File: config.mk
export PLATFORM = sky130hd
export DESIGN_NAME = three_channel_square_tone_generator_flat
export DESIGN_NICKNAME = d
export VERILOG_FILES = /design/src/tcsg_pkg.sv /design/src/tcsg_in_if.sv /design/src/tcsg_out_if.sv /design/src/tcsg_ctrl.sv /design/src/tcsg_datapath.sv /design/src/three_channel_square_tone_generator.sv /design/src/flat_wrapper.sv
export SDC_FILE = /design/constraint.sdc
export NUM_CORES = 1
export LEC_CHECK = 0
export BUFFER_PORTS_ARGS = -buffer_cell sky130_fd_sc_hd__buf_2
export CAP_MARGIN = 30
export CORE_MARGIN = 3
export CORE_UTILIZATION = 43
export CTS_BUF_LIST = sky130_fd_sc_hd__clkbuf_4 sky130_fd_sc_hd__clkbuf_8 sky130_fd_sc_hd__clkbuf_16
export DETAILED_ROUTE_END_ITERATION = 10
export PLACE_DENSITY_LB_ADDON = 0.25
export SYNTH_ARGS = -nofsm -noshare
export SYNTH_HDL_FRONTEND = slang
export SYNTH_SLANG_ARGS = --single-unit
File: constraint.sdc
create_clock -name clk -period 8.52 [get_ports clk]
set_input_delay 0.426 -clock clk [delete_from_list [all_inputs] [get_ports clk]]
set_output_delay 0.426 -clock clk [all_outputs]
set_load 0.03 [all_outputs]
File: src/tcsg_pkg.sv
`default_nettype none
// ----------------------------------------------------------------------------
// Tone generator package
// Shared constants, codes and controller/datapath link types for the
// three-channel square tone generator.
// ----------------------------------------------------------------------------
package tcsg_pkg;

    localparam int NUM_CHANNELS    = 3;
    localparam int MAX_TICK_CYCLES = 255;

    localparam int CH_W  = (NUM_CHANNELS > 1) ? $clog2(NUM_CHANNELS) : 1;
    localparam int DIV_W = 8;
    localparam int DIV_CNT_W = $clog2(DIV_W);

    // Top three address bits select the bus port.
    localparam logic [2:0] PORT_SELECT = 3'b110;
    localparam logic [2:0] PORT_DATA   = 3'b111;

    // Register select codes.
    localparam logic [3:0] SEL_PERIOD_BASE = 4'h0;
    localparam logic [3:0] SEL_MASK        = 4'h7;
    localparam logic [3:0] SEL_VOLUME_BASE = 4'h8;

    localparam logic ACTION_WRITE = 1'b0;
    localparam logic ACTION_TICK  = 1'b1;

    typedef enum logic [2:0] {
        ST_IDLE,
        ST_CHAN,
        ST_DIV,
        ST_FIN,
        ST_DONE
    } state_t;

    typedef struct packed {
        logic accept;
        logic ch_pass;
        logic div_start;
        logic div_step;
        logic div_finish;
        logic out_load;
    } cmd_t;

    typedef struct packed {
        logic is_tick;
        logic ch_off;
        logic ch_wrap;
        logic ch_last;
        logic div_last;
        logic out_free;
    } status_t;

endpackage
`default_nettype wire

File: src/tcsg_in_if.sv
`default_nettype none
// ----------------------------------------------------------------------------
// Input channel
// Valid/ready channel carrying bus writes and ticks.
// ----------------------------------------------------------------------------
interface tcsg_in_if;
    logic        valid;
    logic        ready;
    logic        action;
    logic [15:0] address;
    logic [7:0]  value;
    logic [7:0]  cycles;

    modport source (output valid, output action, output address, output value,
                    output cycles, input ready);
    modport sink   (input valid, input action, input address, input value,
                    input cycles, output ready);
endinterface
`default_nettype wire

File: src/tcsg_out_if.sv
`default_nettype none
// ----------------------------------------------------------------------------
// Output channel
// Valid/ready channel carrying mixed audio samples.
// ----------------------------------------------------------------------------
interface tcsg_out_if;
    logic               valid;
    logic               ready;
    logic signed [14:0] sample;

    modport source (output valid, output sample, input ready);
    modport sink   (input valid, input sample, output ready);
endinterface
`default_nettype wire

File: src/tcsg_ctrl.sv
`default_nettype none
// ----------------------------------------------------------------------------
// Tone generator controller
// Sequences the channels of a tick through the shared divider and hands the
// mixed sample to the output register.
// ----------------------------------------------------------------------------
module tcsg_ctrl
    import tcsg_pkg::*;
(
    input  wire logic    clk,
    input  wire logic    rst_n,
    input  wire logic    item_valid,
    output logic         item_ready,
    input  wire status_t status,
    output cmd_t         cmd
);

    state_t state_reg;
    state_t state_next;

    always_ff @(posedge clk or negedge rst_n)
    begin
        if (!rst_n)
        begin
            state_reg <= ST_IDLE;
        end
        else
        begin
            state_reg <= state_next;
        end
    end

    always_comb
    begin
        state_next = state_reg;
        unique case (state_reg)
            ST_IDLE:
            begin
                if (item_valid && status.is_tick)
                begin
                    state_next = ST_CHAN;
                end
            end
            ST_CHAN:
            begin
                if (!status.ch_off && status.ch_wrap)
                begin
                    state_next = ST_DIV;
                end
                else if (status.ch_last)
                begin
                    state_next = ST_DONE;
                end
                else
                begin
                    state_next = ST_CHAN;
                end
            end
            ST_DIV:
            begin
                if (status.div_last)
                begin
                    state_next = ST_FIN;
                end
            end
            ST_FIN:
            begin
                state_next = status.ch_last ? ST_DONE : ST_CHAN;
            end
            ST_DONE:
            begin
                if (status.out_free)
                begin
                    state_next = ST_IDLE;
                end
            end
            default:
            begin
                state_next = ST_IDLE;
            end
        endcase
    end

    always_comb
    begin
        cmd        = '0;
        item_ready = 1'b0;
        unique case (state_reg)
            ST_IDLE:
            begin
                item_ready = 1'b1;
                cmd.accept = item_valid;
            end
            ST_CHAN:
            begin
                if (!status.ch_off && status.ch_wrap)
                begin
                    cmd.div_start = 1'b1;
                end
                else
                begin
                    cmd.ch_pass = 1'b1;
                end
            end
            ST_DIV:
            begin
                cmd.div_step = 1'b1;
            end
            ST_FIN:
            begin
                cmd.div_finish = 1'b1;
            end
            ST_DONE:
            begin
                cmd.out_load = status.out_free;
            end
            default:
            begin
                cmd = '0;
            end
        endcase
    end

endmodule
`default_nettype wire

File: src/tcsg_datapath.sv
`default_nettype none
// ----------------------------------------------------------------------------
// Tone generator datapath
// Register file, per-channel counters and phases, a bit-serial divider for
// counter wrap-around, the mix accumulator and the output register.
// ----------------------------------------------------------------------------
module tcsg_datapath
    import tcsg_pkg::*;
(
    input  wire logic               clk,
    input  wire logic               rst_n,
    input  wire logic               action,
    input  wire logic [15:0]        address,
    input  wire logic [7:0]         value,
    input  wire logic [7:0]         cycles,
    input  wire cmd_t               cmd,
    output status_t                 status,
    output logic                    out_valid,
    input  wire logic               out_ready,
    output logic signed [14:0]      sample
);

    logic [3:0]              sel_reg, sel_next;
    logic [11:0]             period_reg [NUM_CHANNELS];
    logic [11:0]             period_next [NUM_CHANNELS];
    logic [3:0]              vol_reg [NUM_CHANNELS];
    logic [3:0]              vol_next [NUM_CHANNELS];
    logic [NUM_CHANNELS-1:0] mask_reg, mask_next;
    logic [4:0]              phase_reg [NUM_CHANNELS];
    logic [4:0]              phase_next [NUM_CHANNELS];
    logic [12:0]             cnt_reg [NUM_CHANNELS];
    logic [12:0]             cnt_next [NUM_CHANNELS];
    logic [7:0]              cyc_reg, cyc_next;
    logic signed [8:0]       acc_reg, acc_next;
    logic [CH_W-1:0]         idx_reg, idx_next;
    logic [11:0]             rem_reg, rem_next;
    logic [DIV_W-1:0]        quo_reg, quo_next;
    logic [DIV_CNT_W-1:0]    dcnt_reg, dcnt_next;
    logic                    out_valid_reg, out_valid_next;
    logic signed [14:0]      sample_reg, sample_next;

    logic [2:0]  port;
    logic [7:0]  cyc_sat;
    logic [11:0] cur_period;
    logic [3:0]  cur_vol;
    logic [4:0]  cur_phase;
    logic [12:0] cur_cnt;
    logic [12:0] reload;
    logic [7:0]  deficit;
    logic [12:0] trial;
    logic        trial_ge;
    logic [4:0]  wrap_phase;
    logic [5:0]  vol3;
    logic        mix_bit;
    logic signed [8:0] mix_sum;

    assign port       = address[15:13];
    assign cyc_sat    = (int'(cycles) > MAX_TICK_CYCLES) ? 8'(MAX_TICK_CYCLES) : cycles;
    assign cur_period = period_reg[idx_reg];
    assign cur_vol    = vol_reg[idx_reg];
    assign cur_phase  = phase_reg[idx_reg];
    assign cur_cnt    = cnt_reg[idx_reg];
    assign reload     = {1'b0, cur_period} + 13'd1;
    assign deficit    = cyc_reg - cur_cnt[7:0];
    assign trial      = {rem_reg, quo_reg[DIV_W-1]};
    assign trial_ge   = (trial >= reload);
    assign wrap_phase = cur_phase + quo_reg[4:0] + 5'd1;
    assign vol3       = {1'b0, cur_vol, 1'b0} + {2'b00, cur_vol};

    // The divider leaves the wrapped phase only after its last step, so the
    // sign of a wrapped channel comes from the updated phase.
    assign mix_bit = cmd.div_finish ? wrap_phase[4] : cur_phase[4];
    assign mix_sum = mix_bit ? (acc_reg + $signed({3'b000, vol3}))
                             : (acc_reg - $signed({3'b000, vol3}));

    always_comb
    begin
        status.is_tick  = (action == ACTION_TICK);
        status.ch_off   = mask_reg[idx_reg];
        status.ch_wrap  = ({5'd0, cyc_reg} >= cur_cnt);
        status.ch_last  = (idx_reg == CH_W'(NUM_CHANNELS - 1));
        status.div_last = (dcnt_reg == DIV_CNT_W'(DIV_W - 1));
        status.out_free = !out_valid_reg || out_ready;
    end

    always_comb
    begin
        sel_next       = sel_reg;
        period_next    = period_reg;
        vol_next       = vol_reg;
        mask_next      = mask_reg;
        phase_next     = phase_reg;
        cnt_next       = cnt_reg;
        cyc_next       = cyc_reg;
        acc_next       = acc_reg;
        idx_next       = idx_reg;
        rem_next       = rem_reg;
        quo_next       = quo_reg;
        dcnt_next      = dcnt_reg;
        out_valid_next = out_valid_reg;
        sample_next    = sample_reg;

        if (out_valid_reg && out_ready)
        begin
            out_valid_next = 1'b0;
        end

        if (cmd.accept)
        begin
            cyc_next = cyc_sat;
            acc_next = '0;
            idx_next = '0;
            if (action == ACTION_WRITE)
            begin
                if (port == PORT_SELECT)
                begin
                    sel_next = value[3:0];
                end
                else if (port == PORT_DATA)
                begin
                    if (sel_reg == SEL_MASK)
                    begin
                        mask_next = value[NUM_CHANNELS-1:0];
                    end
                    for (int c = 0; c < NUM_CHANNELS; c++)
                    begin
                        if (sel_reg == SEL_PERIOD_BASE + 4'(2 * c))
                        begin
                            period_next[c][7:0] = value;
                        end
                        if (sel_reg == SEL_PERIOD_BASE + 4'(2 * c + 1))
                        begin
                            period_next[c][11:8] = value[3:0];
                        end
                        if (sel_reg == SEL_VOLUME_BASE + 4'(c))
                        begin
                            vol_next[c] = value[3:0];
                        end
                    end
                end
            end
        end

        if (cmd.ch_pass)
        begin
            if (!mask_reg[idx_reg])
            begin
                cnt_next[idx_reg] = cur_cnt - {5'd0, cyc_reg};
                acc_next          = mix_sum;
            end
            idx_next = idx_reg + CH_W'(1);
        end

        if (cmd.div_start)
        begin
            rem_next  = '0;
            quo_next  = deficit;
            dcnt_next = '0;
        end

        if (cmd.div_step)
        begin
            rem_next  = trial_ge ? 12'(trial - reload) : trial[11:0];
            quo_next  = {quo_reg[DIV_W-2:0], trial_ge};
            dcnt_next = dcnt_reg + DIV_CNT_W'(1);
        end

        if (cmd.div_finish)
        begin
            cnt_next[idx_reg]   = reload - {1'b0, rem_reg};
            phase_next[idx_reg] = wrap_phase;
            acc_next            = mix_sum;
            idx_next            = idx_reg + CH_W'(1);
        end

        if (cmd.out_load)
        begin
            out_valid_next = 1'b1;
            sample_next    = {acc_reg, 6'd0};
        end
    end

    always_ff @(posedge clk or negedge rst_n)
    begin
        if (!rst_n)
        begin
            sel_reg       <= '0;
            mask_reg      <= '0;
            out_valid_reg <= 1'b0;
            idx_reg       <= '0;
            dcnt_reg      <= '0;
            for (int c = 0; c < NUM_CHANNELS; c++)
            begin
                period_reg[c] <= '0;
                vol_reg[c]    <= '0;
                phase_reg[c]  <= '0;
                cnt_reg[c]    <= 13'd1;
            end
        end
        else
        begin
            sel_reg       <= sel_next;
            mask_reg      <= mask_next;
            out_valid_reg <= out_valid_next;
            idx_reg       <= idx_next;
            dcnt_reg      <= dcnt_next;
            period_reg    <= period_next;
            vol_reg       <= vol_next;
            phase_reg     <= phase_next;
            cnt_reg       <= cnt_next;
        end
    end

    always_ff @(posedge clk)
    begin
        cyc_reg    <= cyc_next;
        acc_reg    <= acc_next;
        rem_reg    <= rem_next;
        quo_reg    <= quo_next;
        sample_reg <= sample_next;
    end

    assign out_valid = out_valid_reg;
    assign sample    = sample_reg;

endmodule
`default_nettype wire

File: src/three_channel_square_tone_generator.sv
`default_nettype none
// ----------------------------------------------------------------------------
// Three-channel square tone generator
// Bus words written to the select port (address top bits 110) pick a register;
// words written to the data port (top bits 111) load it. A tick word advances
// every enabled channel and yields one mixed sample. Each enabled channel
// whose counter runs out goes through the 8-step bit-serial divider that
// finds the number of phase steps; the other channels of the tick pass on.
// A finished sample waits in an output register while the next bus write is
// taken.
// ----------------------------------------------------------------------------
module three_channel_square_tone_generator
    import tcsg_pkg::*;
(
    input  wire logic  clk,
    input  wire logic  rst_n,
    tcsg_in_if.sink    item,
    tcsg_out_if.source result
);

    cmd_t    cmd;
    status_t status;

    tcsg_ctrl u_ctrl (
        .clk        (clk),
        .rst_n      (rst_n),
        .item_valid (item.valid),
        .item_ready (item.ready),
        .status     (status),
        .cmd        (cmd)
    );

    tcsg_datapath u_datapath (
        .clk       (clk),
        .rst_n     (rst_n),
        .action    (item.action),
        .address   (item.address),
        .value     (item.value),
        .cycles    (item.cycles),
        .cmd       (cmd),
        .status    (status),
        .out_valid (result.valid),
        .out_ready (result.ready),
        .sample    (result.sample)
    );

endmodule
`default_nettype wire
File: src/flat_wrapper.sv
// flat-port wrapper written by rule: the top's interface ports become plain ports
module three_channel_square_tone_generator_flat import tcsg_pkg::*;
  (clk, rst_n, item_valid, item_action, item_address, item_value, item_cycles, item_ready, result_valid, result_sample, result_ready);
  tcsg_in_if item_i ();
  tcsg_out_if result_i ();
  input  wire logic clk;
  input  wire logic rst_n;
  input wire logic [$bits(item_i.valid)-1:0] item_valid;
  input wire logic [$bits(item_i.action)-1:0] item_action;
  input wire logic [$bits(item_i.address)-1:0] item_address;
  input wire logic [$bits(item_i.value)-1:0] item_value;
  input wire logic [$bits(item_i.cycles)-1:0] item_cycles;
  output wire logic [$bits(item_i.ready)-1:0] item_ready;
  output wire logic [$bits(result_i.valid)-1:0] result_valid;
  output wire logic [$bits(result_i.sample)-1:0] result_sample;
  input wire logic [$bits(result_i.ready)-1:0] result_ready;
  assign item_i.valid = item_valid;
  assign item_i.action = item_action;
  assign item_i.address = item_address;
  assign item_i.value = item_value;
  assign item_i.cycles = item_cycles;
  assign item_ready = item_i.ready;
  assign result_valid = result_i.valid;
  assign result_sample = result_i.sample;
  assign result_i.ready = result_ready;
  three_channel_square_tone_generator u_core (.clk(clk), .rst_n(rst_n), .item(item_i), .result(result_i));
endmodule
Word level (Yosys, flattened, before mapping)

Index checks and enable logic that the tools add are counted.

Bitwise logic cells: 3
Reduce and logical (&&, ||, !) cells: 24
Add/subtract/negate cells: 12
Multiplexer cells: 56
Magnitude comparators: 5
Equal/unequal tests: 20

Operators with widths:

| operator                | number |
|---|---|
| $mux W39                | 3 |
| $bwmux W39              | 2 |
| $mux W12                | 5 |
| $reduce_and A5 Y1       | 10 |
| $mux W9                 | 5 |
| $mux W13                | 3 |
| $bmux W13 S2            | 1 |
| $demux W13 S2           | 1 |
| $bmux W12 S2            | 1 |
| $mux W3                 | 7 |
| $mux W8                 | 2 |
| $bwmux W15              | 1 |
| $mux W5                 | 3 |
| $pmux W3 S5             | 1 |
| $add A12 B1 Y13 const B | 1 |
| $ge A13 B13 Y1          | 1 |
| $ge A8 B13 Y1           | 1 |
| $sub A13 B12 Y13        | 1 |
| $sub A13 B8 Y13         | 1 |
| $eq A3 B3 Y1 const B    | 4 |
| $eq A4 B3 Y1 const B    | 3 |
| $eq A4 B4 Y1 const B    | 3 |
| $sub A12 B12 Y12        | 1 |
| $mux W1                 | 11 |
| other kinds (34)        | 48 |

Output and inout bits: 17
Bits in registers: 164

Longest topological paths before layout

Gate-level depths: netlist of the first run.

Depth after elaboration: 11
Depth in mapped cells: 24

By module

From an unflattened synthesis of the first run, not the netlist that was laid out.

Cells, all modules: 1,075
Area, all modules: 10,495.1 sq um

Modules (own cells, without submodules):

| module        | area each (sq um) | instances | cells an instance |
|---|---|---|---|
| tcsg_datapath | 10,232.3          | 1         | 1,048 |
| tcsg_ctrl     | 262.8             | 1         | 27 |

Worst setup path after synthesis of the first run

Ideal clock, no wire load.

Path type: flip-flop to flip-flop
Start: register u_core.u_datapath.idx_reg[0]
End: register u_core.u_datapath.acc_reg[8]
Data required time: 8.448 ns
Cell stages (with the launch flop): 25
Library setup time: 0.072 ns
Path slack: 3.518 ns
Data arrival time: 4.930 ns
Cell sequence: dfrtp_1 -> buf_6 -> buf_12 -> buf_6 -> buf_1 -> mux2i_1 -> nor2_1 -> a21oi_1 -> ha_1 -> inv_1 -> fa_1 -> a21o_1 -> a21oi_1 -> mux2i_1 -> xnor2_1 -> nor2_1 -> xor2_1 -> fa_1 -> a21o_1 -> a211oi_1 -> o21ai_0 -> o211ai_1 -> o21ai_0 -> nand3_1 -> mux2i_1

Word-level cells in the longest chain between the ends: 11
Elaborated cells between the ends (all ways): 27
Classes of those cells: add/sub: 5; order compare: 1; mux: 18; bitwise: 1; reduce/logical: 2

Ends and longest elaborated chain:

| what                                       | RTL line                                                      | source |
|---|---|---|
| start, declared                            | tcsg_datapath.sv:35                                           | `logic [CH_W-1:0] idx_reg, idx_next;` |
| start signal, assigned                     | tcsg_datapath.sv:205                                          | `idx_reg <= idx_next;` |
| $not A2 Y3 (implied by the code)           | tcsg_datapath.sv:60, tcsg_datapath.sv:61, tcsg_datapath.sv:62 |  |
| $bmux W5 S2                                | tcsg_datapath.sv:61                                           | `assign cur_phase = phase_reg[idx_reg];` |
| $mux W5 (implied by the code) (2 in a row) | tcsg_datapath.sv:61                                           |  |
| $add A5 B5 Y5                              | tcsg_datapath.sv:67                                           | `assign wrap_phase = cur_phase + quo_reg[4:0] + 5'd1;` |
| $add A5 B1 Y5                              | tcsg_datapath.sv:67                                           |  |
| $mux W1                                    | tcsg_datapath.sv:72                                           | `assign mix_bit = cmd.div_finish ? wrap_phase[4] : cur_phase[4];` |
| $mux W9                                    | tcsg_datapath.sv:73                                           | `assign mix_sum = mix_bit ? (acc_reg + $signed({3'b000, vol3}))` |
| $mux W9                                    | tcsg_datapath.sv:146                                          | `if (!mask_reg[idx_reg])` |
| $mux W9                                    | tcsg_datapath.sv:144                                          | `if (cmd.ch_pass)` |
| $mux W9 *                                  | tcsg_datapath.sv:168                                          | `if (cmd.div_finish)` |
| named net u_core.u_datapath.acc_next[8]    | tcsg_datapath.sv:34                                           | `logic signed [8:0] acc_reg, acc_next;` |
| end signal, assigned                       | tcsg_datapath.sv:217                                          | `acc_reg <= acc_next;` |
| end, declared                              | tcsg_datapath.sv:34                                           |  |

The timed path passes the listed nets; every way through them passes the cells marked *. The select of a mux whose other input is x is not followed.
A chain may end at the register's enable or synchronous reset.

Worst setup path after layout of the first run

Ends and elaborated chain as after synthesis.

==> PnR_summary.wiki, run 1 <==
{| class="wikitable"
! Metric !! Value
|-
| Number of nets in the finished design || 1,147
|-
| Worst max-slew margin expressed relative to the limit || 31.5%
|-
| Count of antenna-violating nets left after detailed routing || 0
|-
| Most used cells in the layout excluding fill and tap cells || 114 x sky130_fd_sc_hd__dfrtp_1, 97 x sky130_fd_sc_hd__a21oi_1, 76 x sky130_fd_sc_hd__nor2_1
|-
| Unique cell type count in the Yosys netlist || 70
|-
| Critical path start-end classification || reg -> reg
|-
| Post-synthesis sequential area ratio || 41.2%
|-
| Starting utilization of the core area || 43.9%
|-
| Total standard cell area after synthesis || 10,300 sq um
|-
| Setup repair after global routing missed its margin || false
|-
| Number of buffers created by CTS || 17
|-
| Final max-slew violation count || 0
|-
| Post-route DRC || 0
|-
| Clk_lat worst skew || 0.44 ns
|-
| Core area || 23,500 sq um
|-
| CTS Hold Buffers Added || 0
|-
| Horizontal die dimension || 161 um
|-
| Avg Inst Size Synth || 10.0 sq um
|-
| Clk_skew || 0.0139 ns
|-
| Clock sink total || 164
|-
| Type of element capturing the critical path || flop
|-
| Switching power as a share of total power || 44.3%
|-
| Largest register FFs || 39
|-
| Post-CTS Setup Bufs || 0
|-
| Leak Pwr || 5.09 nW
|-
| Dominant synthesized flop cell || sky130_fd_sc_hd__dfrtp_1
|-
| Post-route minimum period || 5.32 ns
|-
| Total global routing overflow || 0
|-
| Die height || 161 um
|-
| Estimated wirelength of the detail-placed design || 16,000 um
|-
| Core Util, Final || 48.1%
|-
| Post-synth EDFFs || 37
|-
| Peak ir drop on the vdd network || 0.173 mV
|-
| Total number of placement rows || 56
|-
| Aggregate global-route resource usage || 18.0%
|-
| Maximum level of the CTS H-tree || 4
|-
| Startpoint type of the worst setup path || flop
|-
| Most common library cell in the layout ignoring fill and taps || sky130_fd_sc_hd__dfrtp_1
|-
| Upper clock frequency limit || 188 MHz
|-
| Clock tree from TritonCTS || built
|-
| Clock transition at the register clock pins on the worst setup and hold paths after CTS || 0.08 ns
|-
| Power density of the placed cells || 401 nW/um^2
|-
| Count of max-cap constraint violations || 0
|-
| #FFs+latches synth || 164
|-
| Initial antenna violation count || 0
|-
| Synth Instances || 1,025
|-
| Share of total power in the clock network || 17.2%
|-
| Pin count of the biggest net entering global routing || 72
|-
| Routability cong. || 0.861
|-
| Final setup TNS || 0 ns
|-
| Ratio of cells with drive above 1 in the final layout || 15.6%
|-
| Total wire length || 22,700 um
|-
| Transition at the pin with the smallest max-transition slack || 1.03 ns
|-
| Number of top-level pins || 54
|-
| # port buffers || 34
|-
| Drt first-iter violations || 447
|-
| Final worst path period share || 62.4%
|-
| Die Outline Area || 25,800 sq um
|-
| Setup violations, final || 0
|-
| Cells taking the most area after synthesis || sky130_fd_sc_hd__dfrtp_1 28%, sky130_fd_sc_hd__edfxtp_1 11%, sky130_fd_sc_hd__ha_1 7.8%
|-
| Number of buffers between clock root and the deepest sink || 2
|-
| Per-cell via count in the routed design || 5.37
|-
| Overall via count from detail_route || 7,361
|-
| Post-synth ARST share || 72.0%
|-
| Comb power frac || 55.2%
|-
| Dominant cell type by area after synthesis || sky130_fd_sc_hd__dfrtp_1
|-
| Synth warnings || 0
|-
| Crit-path max FO || 40
|-
| # fillers || 2,222
|-
| Data arrival at the endpoint of the critical path || 5.69 ns
|-
| Post-CTS sizing || 0
|-
| Root buffer selected by CTS || sky130_fd_sc_hd__clkbuf_16
|-
| Run status || complete, no violations
|-
| Required time of the critical path || 8.89 ns
|-
| Diodes inserted || 0
|-
| Via count of the first global-routing pass || 7,325
|-
| Global-route wire length before repair || 37,700 um
|-
| Internal power consumption || 2.52 mW
|-
| First-pass iteration count of the detailed router || 5
|-
| Top cell type's share of synthesized area || 27.9%
|-
| Mean routed wirelength per cell || 16.6 um
|-
| NetSw || 2.00 mW
|-
| Layout Area Growth over Synthesis || 9.55%
|-
| Flop pwr share || 27.6%
|-
| Final Hold Vio Count || 0
|-
| Class of the tightest hold or removal check || in -> async
|}
worst paths after layout:
check / from / to / slack, ns / cells after the start
worst max-delay path: u_core.u_datapath.idx_reg[0] / u_core.u_datapath.acc_reg[8] / 3.20 / 21
worst min-delay path: rst_n / u_core.u_datapath.cnt_reg[31] / 0.01 / 1
worst max register to register: u_core.u_datapath.idx_reg[0] / u_core.u_datapath.acc_reg[8] / 3.20 / 21
worst min register to register: u_core.u_datapath.acc_reg[7] / u_core.u_datapath.acc_reg[7] / 0.48 / 2
max in group asynchronous: rst_n / u_core.u_datapath.cnt_reg[34] / 7.15 / 2
min in group clk: item_cycles[5] / u_core.u_datapath.cyc_reg[5] / 0.16 / 1
cell usage after synthesis (8+ instances only):
| cell | n |
|---|---|
| sky130_fd_sc_hd__edfxtp_1 | 37 |
| sky130_fd_sc_hd__a2bb2oi_1 | 8 |
| sky130_fd_sc_hd__a211oi_1 | 14 |
| sky130_fd_sc_hd__a21o_1 | 11 |
| sky130_fd_sc_hd__o2bb2ai_1 | 13 |
| sky130_fd_sc_hd__nand3_1 | 19 |
| sky130_fd_sc_hd__clkbuf_1 | 23 |
| sky130_fd_sc_hd__ha_1 | 64 |
| sky130_fd_sc_hd__mux2_2 | 63 |
| sky130_fd_sc_hd__dfxtp_1 | 9 |
| sky130_fd_sc_hd__a21oi_1 | 98 |
| sky130_fd_sc_hd__buf_2 | 13 |
| sky130_fd_sc_hd__buf_4 | 8 |
| sky130_fd_sc_hd__dfrtp_1 | 115 |
| sky130_fd_sc_hd__nor2_1 | 76 |
| sky130_fd_sc_hd__nor2b_1 | 11 |
| sky130_fd_sc_hd__xnor2_1 | 31 |
| sky130_fd_sc_hd__nor3_1 | 23 |
| sky130_fd_sc_hd__inv_1 | 59 |
| sky130_fd_sc_hd__nand2_1 | 75 |
| sky130_fd_sc_hd__mux2i_1 | 48 |
| sky130_fd_sc_hd__xor2_1 | 28 |
| sky130_fd_sc_hd__o21ai_0 | 43 |
| sky130_fd_sc_hd__o21a_1 | 13 |
| sky130_fd_sc_hd__nand2b_1 | 9 |
critical path, cell delays in order (launching register included):
cell,delay [ns]
sky130_fd_sc_hd__dfrtp_2,0.37
sky130_fd_sc_hd__buf_4,0.60
sky130_fd_sc_hd__mux2i_1,0.29
sky130_fd_sc_hd__nor2_1,0.06
sky130_fd_sc_hd__a21oi_1,0.13
sky130_fd_sc_hd__ha_1,0.15
sky130_fd_sc_hd__inv_1,0.06
sky130_fd_sc_hd__fa_1,0.40
sky130_fd_sc_hd__a21o_1,0.20
sky130_fd_sc_hd__a21oi_1,0.24
sky130_fd_sc_hd__mux2i_1,0.13
sky130_fd_sc_hd__xnor2_1,0.60
sky130_fd_sc_hd__nor2_1,0.14
sky130_fd_sc_hd__xor2_1,0.21
sky130_fd_sc_hd__fa_1,0.44
sky130_fd_sc_hd__a21o_1,0.20
sky130_fd_sc_hd__a211oi_1,0.31
sky130_fd_sc_hd__o21ai_0,0.14
sky130_fd_sc_hd__o211ai_1,0.13
sky130_fd_sc_hd__o21ai_0,0.12
sky130_fd_sc_hd__nand3_1,0.13
sky130_fd_sc_hd__mux2i_1,0.19
metal layers:
layer | up-vias | global-route usage, % | wire (um)
li1 | 3670 | - | -
met1 | 3562 | 24.5 | 11100
met2 | 103 | 29.8 | 10500
met3 | 26 | 3.17 | 716
met4 | 0 | 4.77 | 348
met5 | - | 0 | 0
per-stage QoR:
step	instance area, sq um	std cells	hold WS [ns]	power, mW	setup slack [ns]
finish	11300	1371	0.0145	4.52	3.20
global route	11300	1371	0.0558	4.89	2.72
CTS	11300	1371	0.0448	4.54	3.15
detailed placement	10700	1339	0.459	3.74	3.18
global placement	10700	1339	0.441	3.69	3.31
floorplan	10300	1030	0.130	3.20	3.52
kinds of logic (layout without fill, tap and decap cells):
family | count (synthesis) | count (layout) | synth area share, %
fa+ha+maj | 71 | 71 | 9.14
simple gates | 254 | 254 | 12.1
mux | 114 | 114 | 11.9
compound gates | 250 | 250 | 15.7
flops | 164 | 164 | 41.2
xor+xnor | 59 | 59 | 5.02
buf+inv | 112 | 134 | 4.92
other cells | 1 | 6 | 0.0364
power by group through the flow:
stage	registers (mW)	logic, mW	clock network (mW)
3_3_place_gp	1.25	2.44	0
2_1_floorplan	1.22	1.98	0
6_report	1.25	2.50	0.779
3_5_place_dp	1.26	2.48	0
5_1_grt	1.28	2.79	0.828
4_1_cts	1.25	2.49	0.799
cell type report:
class                           count  area [sq um]  area share, %
Clock buffer                       18           450           3.99
Clock inverter                     14           149           1.32
Inverter                           59           221           1.96
Multi-Input combinational cell    754          5570           49.4
Sequential cell                   164          4250           37.7
Tap cell                          319           399           3.54
Timing Repair Buffer               43           240           2.13
Note: power is estimated with default switching activity, not from simulation.
==> run 2, diff against run 1 <==
- ABC_AREA: default -> 1
- clock period: 8.52 -> 4.7 ns (I/O delays scaled with it)
==> PnR_summary.wiki, run 2 <==
{| class="wikitable"
! Metric !! Value
|-
| Run status || complete, no violations
|-
| Final max-slew violation count || 0
|-
| Starting utilization of the core area || 43.9%
|-
| Post-CTS Setup Bufs || 0
|-
| Cell area after placement || 12,000 sq um
|-
| Post-route minimum period || 4.17 ns
|-
| Routability cong. || 0.910
|-
| # port buffers || 34
|-
| Comb power frac || 64.6%
|-
| Post-route DRC || 0
|-
| Top Layer Used || met4
|-
| #FFs+latches synth || 164
|-
| Pin count of the biggest net entering global routing || 50
|-
| Estimated wirelength of the detail-placed design || 21,800 um
|-
| Synth Instances || 1,628
|-
| Required time of the critical path || 4.88 ns
|-
| Top cell type's share of synthesized area || 25.0%
|-
| Post-synthesis sequential area ratio || 36.9%
|-
| Dominant cell type by area after synthesis || sky130_fd_sc_hd__dfrtp_1
|-
| Worst max-slew margin expressed relative to the limit || 35.6%
|-
| Per-cell via count in the routed design || 5.15
|-
| Critical path destination || u_core.u_datapath.quo_reg[0]
|-
| Overall via count from detail_route || 10,300
|-
| Maximum level of the CTS H-tree || 4
|-
| Clk_lat worst skew || 0.45 ns
|-
| Wire length on met3 || 1420 um
|-
| Final instance area || 12,700 sq um
|-
| Worst Setup SP || u_core.u_datapath.idx_reg[0]
|-
| Post-synth EDFFs || 37
|-
| Crit-path max FO || 19
|-
| Internal power consumption || 5.02 mW
|-
| Crit Reg-Reg Endpoint || u_core.u_datapath.quo_reg[0]
|-
| Core area || 26,200 sq um
|-
| Most used cells in the layout excluding fill and tap cells || 571 x sky130_fd_sc_hd__nand2_1, 176 x sky130_fd_sc_hd__inv_1, 164 x sky130_fd_sc_hd__o21ai_0
|-
| Most frequent cells after synthesis || 572 x sky130_fd_sc_hd__nand2_1, 176 x sky130_fd_sc_hd__inv_1, 164 x sky130_fd_sc_hd__o21ai_0
|-
| Final worst path period share || 88.8%
|-
| Cells taking the most area after synthesis || sky130_fd_sc_hd__dfrtp_1 25%, sky130_fd_sc_hd__nand2_1 19%, sky130_fd_sc_hd__edfxtp_1 9.7%
|-
| Drt first-iter violations || 828
|-
| Synth warnings || 0
|-
| Most common library cell in the layout ignoring fill and taps || sky130_fd_sc_hd__nand2_1
|-
| Die Outline Area || 28,700 sq um
|-
| Largest register FFs || 39
|-
| Share of total power in the clock network || 14.2%
|-
| Setup violations, final || 0
|-
| Leak Pwr || 6.41 nW
|-
| Source of the worst register-to-register timing path || u_core.u_datapath.idx_reg[0]
|-
| Startpoint type of the worst setup path || flop
|-
| R2R cell count || 15
|-
| Peak ir drop on the vdd network || 0.323 mV
|-
| Final Hold Vio Count || 0
|-
| Diodes inserted || 0
|-
| Routed met1 length || 14,000 um
|-
| Via count of the first global-routing pass || 9,701
|-
| Power Total || 10.4 mW
|-
| Total global routing overflow || 0
|-
| Transition at the pin with the smallest max-transition slack || 0.966 ns
|-
| Number of buffers between clock root and the deepest sink || 2
|-
| Class of the tightest hold or removal check || in -> reg
|-
| Upper clock frequency limit || 240 MHz
|-
| Count of antenna-violating nets left after detailed routing || 0
|-
| Type of element capturing the critical path || flop
|-
| R2R Setup Slk || 0.53 ns
|-
| Horizontal die dimension || 170 um
|-
| Post-synth ARST share || 72.0%
|-
| Ratio of cells with drive above 1 in the final layout || 7.89%
|-
| Number of nets in the finished design || 1,767
|-
| Layout Area Growth over Synthesis || 10.6%
|-
| Data arrival at the endpoint of the critical path || 4.35 ns
|-
| Clock tree from TritonCTS || built
|-
| Die height || 170 um
|-
| Total standard cell area after synthesis || 11,500 sq um
|-
| Final setup TNS || 0 ns
|-
| Longest individual stage delay on the worst path || 0.50 ns
|-
| Global-route wire length before repair || 50,100 um
|-
| Root buffer selected by CTS || sky130_fd_sc_hd__clkbuf_16
|-
| Clock sink total || 164
|-
| Critical path start-end classification || reg -> reg
|-
| Dominant synthesized flop cell || sky130_fd_sc_hd__dfrtp_1
|-
| NetSw || 5.41 mW
|-
| Switching power as a share of total power || 51.9%
|-
| Number of buffers created by CTS || 17
|-
| Unique cell type count in the Yosys netlist || 50
|-
| Cell with the largest stage delay on the worst path || sky130_fd_sc_hd__o21ai_0
|-
| Mean routed wirelength per cell || 15.3 um
|-
| Cell mode on critical path || sky130_fd_sc_hd__o21ai_0
|-
| Power density of the placed cells || 821 nW/um^2
|-
| Count of max-cap constraint violations || 0
|-
| Total wire length || 30,600 um
|-
| First-pass iteration count of the detailed router || 5
|-
| Setup repair after global routing missed its margin || false
|-
| Clock transition at the register clock pins on the worst setup and hold paths after CTS || 0.07 ns
|-
| Met2 Wirelength || 14,400 um
|-
| Cell with the most instances after synthesis || sky130_fd_sc_hd__nand2_1
|-
| Total number of placement rows || 59
|-
| Aggregate global-route resource usage || 21.7%
|-
| Avg Inst Size Synth || 7.06 sq um
|-
| Number of top-level pins || 54
|-
| Crit path cell chain || buf_4 > o21ai_0 > o21ai_0 > nand2_1 > nor2_2 > nand2_1 > xnor2_1 > inv_1 > ha_1 > a21oi_1 > o21ai_0 > a221oi_1 > nand3_1 > nor2_1 > a21oi_1
|-
| Initial antenna violation count || 0
|-
| Clk_skew || 0.0149 ns
|-
| Flop pwr share || 21.3%
|}
-- run 2: worst min-delay path by stage --
stage / start / cells after the start / to
after floorplan: rst_n / 0 / u_core.u_ctrl.state_reg[0]
after global placement: rst_n / 1 / u_core.u_datapath.cnt_reg[27]
after detailed placement: rst_n / 1 / u_core.u_datapath.cnt_reg[2]
after CTS: result_ready / 4 / u_core.u_datapath.out_valid
after global routing: result_ready / 4 / u_core.u_datapath.out_valid
final: result_ready / 4 / u_core.u_datapath.out_valid
-- run 2: layer usage --
metal,global-route usage (%),vias to the layer above
met2,35.9,251
li1,-,5313
met3,3.45,47
met5,0,-
met1,29.0,4729
met4,7.65,0
-- run 2: area by class of cell --
type	count	area, sq um
Tap cell	335	419
Timing Repair Buffer	69	462
Fill cell	2587	13500
Clock inverter	15	204
Multi-Input combinational cell	1225	6270
Clock buffer	17	425
Sequential cell	164	4250
Inverter	182	686
-- run 2: kinds of logic (layout without fill, tap and decap cells) --
family | Yosys count | after routing | synth area share, %
xor gates and xnor gates | 45 | 45 | 3.43
adders and majority gates | 71 | 71 | 8.18
AOI/OAI and AO/OA | 264 | 264 | 12.3
DFF | 164 | 164 | 36.9
buffers and inverters | 244 | 283 | 8.76
other | 1 | 6 | 0.0326
and+or+nand+nor | 836 | 836 | 30.1
muxes | 3 | 3 | 0.261
-- run 2: timing repair --
item / CTS / global route
endpoints found under the setup margin: 0 / 4
resized for setup: 0 / 1
hold endpoints to repair: 47 / 0
hold buffers: 9 / 0
-- run 2: power by group through the flow --
stage	Combinational, mW	Clock, mW	Sequential [mW]
after floorplan	5.09	0	2.19
after global placement	6.50	0	2.23
after detailed placement	6.63	0	2.24
after CTS	6.68	1.51	2.21
after global routing	7.70	1.56	2.27
final	6.74	1.48	2.22
-- run 2: worst max-delay path: cells and delay by family (launching register included) --
family                     cells  cell delay [ns]
AOI/OAI and AO/OA              6             1.29
xor gates and xnor gates       1             0.21
adders and majority gates      1             0.35
buffers and inverters          2             0.39
DFF                            1             0.47
and+or+nand+nor                5             1.19
-- run 2: through the flow --
stage / hold WS [ns] / worst slack, ns / instances / utilization (%)
2_1_floorplan: -0.0606 / 0.472 / 1633 / -
3_3_place_gp: 0.294 / 0.569 / 1965 / 45.7
3_5_place_dp: 0.296 / 0.502 / 1966 / 45.8
4_1_cts: 0.0383 / 0.480 / 2007 / 48.5
5_1_grt: 0.0716 / 0.0801 / 2007 / 48.5
6_report: 0.0517 / 0.527 / 2007 / 48.5
